## src/hdl/ldm_dly.sv

```systemverilog
// Fixed-length delay line that keeps operands aligned with the pipeline.
`default_nettype none
module ldm_dly #(
  parameter int W = 64,
  parameter int N = 1
) (
  input  wire logic         clk,
  input  wire logic [W-1:0] d,
  output logic      [W-1:0] q
);

  logic [W-1:0] tap_r [N];

  always_ff @(posedge clk) begin
    tap_r[0] <= d;
    for (int i = 1; i < N; i++) begin
      tap_r[i] <= tap_r[i-1];
    end
  end

  assign q = tap_r[N-1];

endmodule
`default_nettype wire

```

## config.mk

```make
export PLATFORM = sky130hd
export DESIGN_NAME = ldm_dly
export DESIGN_NICKNAME = d
export VERILOG_FILES = /design/src/hdl/ldm_dly.sv
export SDC_FILE = /design/constraint.sdc
export NUM_CORES = 1
export LEC_CHECK = 0
export ABC_AREA = 1
export ABC_CLOCK_PERIOD_IN_PS = 800
export BUFFER_PORTS_ARGS = -buffer_cell sky130_fd_sc_hd__clkbuf_2
export CORE_MARGIN = 1
export CORE_UTILIZATION = 30
export CTS_CLUSTER_DIAMETER = 40
export DETAILED_ROUTE_END_ITERATION = 12
export PLACE_DENSITY = 0.74
export SLEW_MARGIN = 30
export SYNTH_ARGS = -nofsm -noshare
export SYNTH_HDL_FRONTEND = slang
export SYNTH_SLANG_ARGS = --single-unit
```

## constraint.sdc

```tcl
create_clock -name clk -period 0.8 [get_ports clk]
set_clock_uncertainty 0.1 [all_clocks]
set_input_delay 0.04 -clock clk [delete_from_list [all_inputs] [get_ports clk]]
set_output_delay 0.04 -clock clk [all_outputs]
set_load 0.1 [all_outputs]
```

Word-level counts from Yosys, hierarchy flattened. Memory sizes are Yosys's and may differ from the RTL's. Cells that the tools add are included.

Register bits: 0. RAM bits: 64. Input bits: 65. Output and inout bits: 64. Memories kept: 1.

Memories: tap_r (depth 1, bits a word 64, rd ports 1, clocked after memory_dff 0, write ports 1, line 12) `logic [W-1:0] tap_r [N];`.

Longest topological paths before layout.
Word-level depth: 0. Depth in mapped cells: 0. Depth with buffers taken out: 0.

Least setup slack after synthesis. No wires, ideal clock.

Path type: reg-to-output. Start: mem tap_r[0][0]. End: out q[0]. Arrival time: 909 ps. Required time: 660 ps. Path slack: -249 ps. Cell stages (with the launch flop): 1. Buffers on the path: 0. Path through: dfxtp_1.

RTL lines: from (decl) (line 12); to (decl) (line 9) `output logic [W-1:0] q`.

==> flow_metrics.tcl <==
set metrics [dict create \
    outcome "complete, but fails checks" \
    violations "setup timing" \
    grt_pass1_vias 1692 \
    cp-start-kind "flip-flop" \
    syn_avg_cell_area_um2 20.0 \
    required_ns 0.66 \
    vias_per_cell 4.21 \
    hold_viol 0 \
    synthTopCellsByCount "dfxtp_1 (64)" \
    core_area_mm2 0.00406 \
    multi_input_area_um2 0 \
    powerDensity_mw_per_mm2 2280 \
    yosys_warnings 0 \
    synth_top_cell_by_area "dfxtp_1" \
    grt_start_max_net_pins 11 \
    via_count 1361 \
    min_period_over_period_pct 127 \
    io-pin-count 129 \
    cp_max_fo 1 \
    die_area_mm2 0.00454 \
    slowest_delay_ns 0.36 \
    nNetsFinal 332 \
    ys_seq_area_share_pct 100 \
    cts_tree "done" \
    top_register "tap_r" \
    synth_edf_count 0 \
    setup_violations 64 \
    critical_path_arrival_ns 0.87 \
    endpoint_kind "primary output" \
    path_cells "buf_12" \
    grt_overflow 0 \
    drive_above_1_share_pct 75.7 \
    yosysMostFrequentCell "dfxtp_1" \
    fin_setup_tns_ns -12.41 \
    path_clk_slew_ns 0.07 \
    multiInputCombCellCount 0 \
    largest_reg_flops 64 \
    syn2layout_area_growth_pct 202 \
    globalRouteMet1Util_pct 29.1 \
    grt_use_total_pct 31.3 \
    ir_drop_v 0.00236 \
    drt_iter0_markers 38 \
    cts_buffers 9 \
    die_y_um 67.4 \
    clk_path_buf_depth 2 \
    p_leak_nw 1.78 \
    worst_pin_slew_ns 0.106 \
    busiest_layer "met2" \
    routedWlPerCell_um 20.0 \
    seq_area_mm2 0.00136 \
    async_reset_ff_share_pct 0 \
    clkSinkCount 64 \
    crit_type "reg -> out" \
    slew_viol_final 0 \
    rsz0062_at_grt "yes" \
    htreeDepth 3 \
    drc_errors 0 \
    grt_pass1_wl_mm 9.25 \
    num_rows 23 \
    start_util_pct 31.6 \
    ys_ff_latch 64 \
    synth.top_cell.area_share_pct 100 \
    top_regs "tap_r x64" \
    holdWs_ns 0.245 \
    hp-class "in -> reg" \
    synthCells 64 \
    final.min_clock_period_ns 1.01 \
    synth.area.top_cells "dfxtp_1 (100%)" \
    dr.pass1.iters 4 \
    cts_setup_buffers 0 \
    cp_top_family "flip-flops" \
    fmax_ghz 0.986 \
    cts-root-buf "clkbuf_8" \
    gp_congestion 0.737 \
    yosysUniqueCellTypes 1 \
    ant_nets 0 \
    grtUsageMet3_pct 17.2 \
    synth_ff_type "dfxtp_1" \
    maxCapViolCount 0 \
    cp_num_buf_inv 1 \
    synth_nets 129 \
    relSlewSlack_pct 92.9 \
    met2_usage_pct 52.9 \
    io_buffer_count 128 \
    antenna_found_initial 1 \
    n_fill_cell 93 \
    routed_wl_mm 6.45 \
    fp.dieW_um 67.4 \
    fin_ws_ns -0.215 \
    slowest_stage "dfxtp_2" \
    syn-cell-area_mm2 0.00128 \
]
[worst paths after layout]
path | slack [ns] | to | depth (start not counted) | start
worst min-delay path | 0.25 | tap_r[0][18] | 2 | d[18]
worst max-delay path | -0.21 | q[59] | 1 | tap_r[0][59]
[layout make-up]
cell class	instances	area share, %
Clock inverter	3	1.03
Sequential cell	64	35.2
Clock buffer	13	4.11
Tap cell	50	1.62
Timing Repair Buffer	192	57.9
Antenna cell	1	0.0647
[placed cells by master, fill, tap and decap left out, drive strengths merged]
| master | instances |
|---|---|
| diode | 1 |
| buf | 64 |
| clkbuf | 77 |
| dfxtp | 64 |
| clkinv | 2 |
| dlygate4sd3 | 64 |
| bufinv | 1 |
[metrics by stage]
step	instances	total power [W]	area (µm²)	setup slack [ns]	util [%]
after global placement	242	0.00572	3030	0.167	74.6
after global routing	323	0.00910	3870	-0.245	95.4
after floorplan	64	0.00477	1360	0.0342	-
after detailed placement	242	0.00575	3030	0.143	74.6
after CTS	322	0.00873	3860	-0.223	95.3
final	323	0.00882	3870	-0.215	95.4
[logic make-up (layout without fill, tap and decap cells)]
group / Yosys count / count (layout) / share of synthesized area (%)
other: 0 / 1 / 0
buffers and inverters: 0 / 208 / 0
DFF: 64 / 64 / 100
[report_power, final]
group	internal (W)	switching, W	total [W]
combinational	0.000953	0.00147	0.00242
clock	0.00160	0.00125	0.00285
sequential	0.00340	0.000155	0.00355
[layer usage]
layer  vias to the layer above  share of wire [%]
li1                        603                  -
met1                       623                 32
met2                       107                 52
met3                        28                 12
met4                         0                4.2
met5                         -                  0
[timing repair]
item                       in CTS  in global routing
gates resized for setup         0                  1
setup endpoints to repair      64                 64
hold buffers                   64                  0
hold endpoints to repair       64                  0
(Power assumes the default switching activity.)
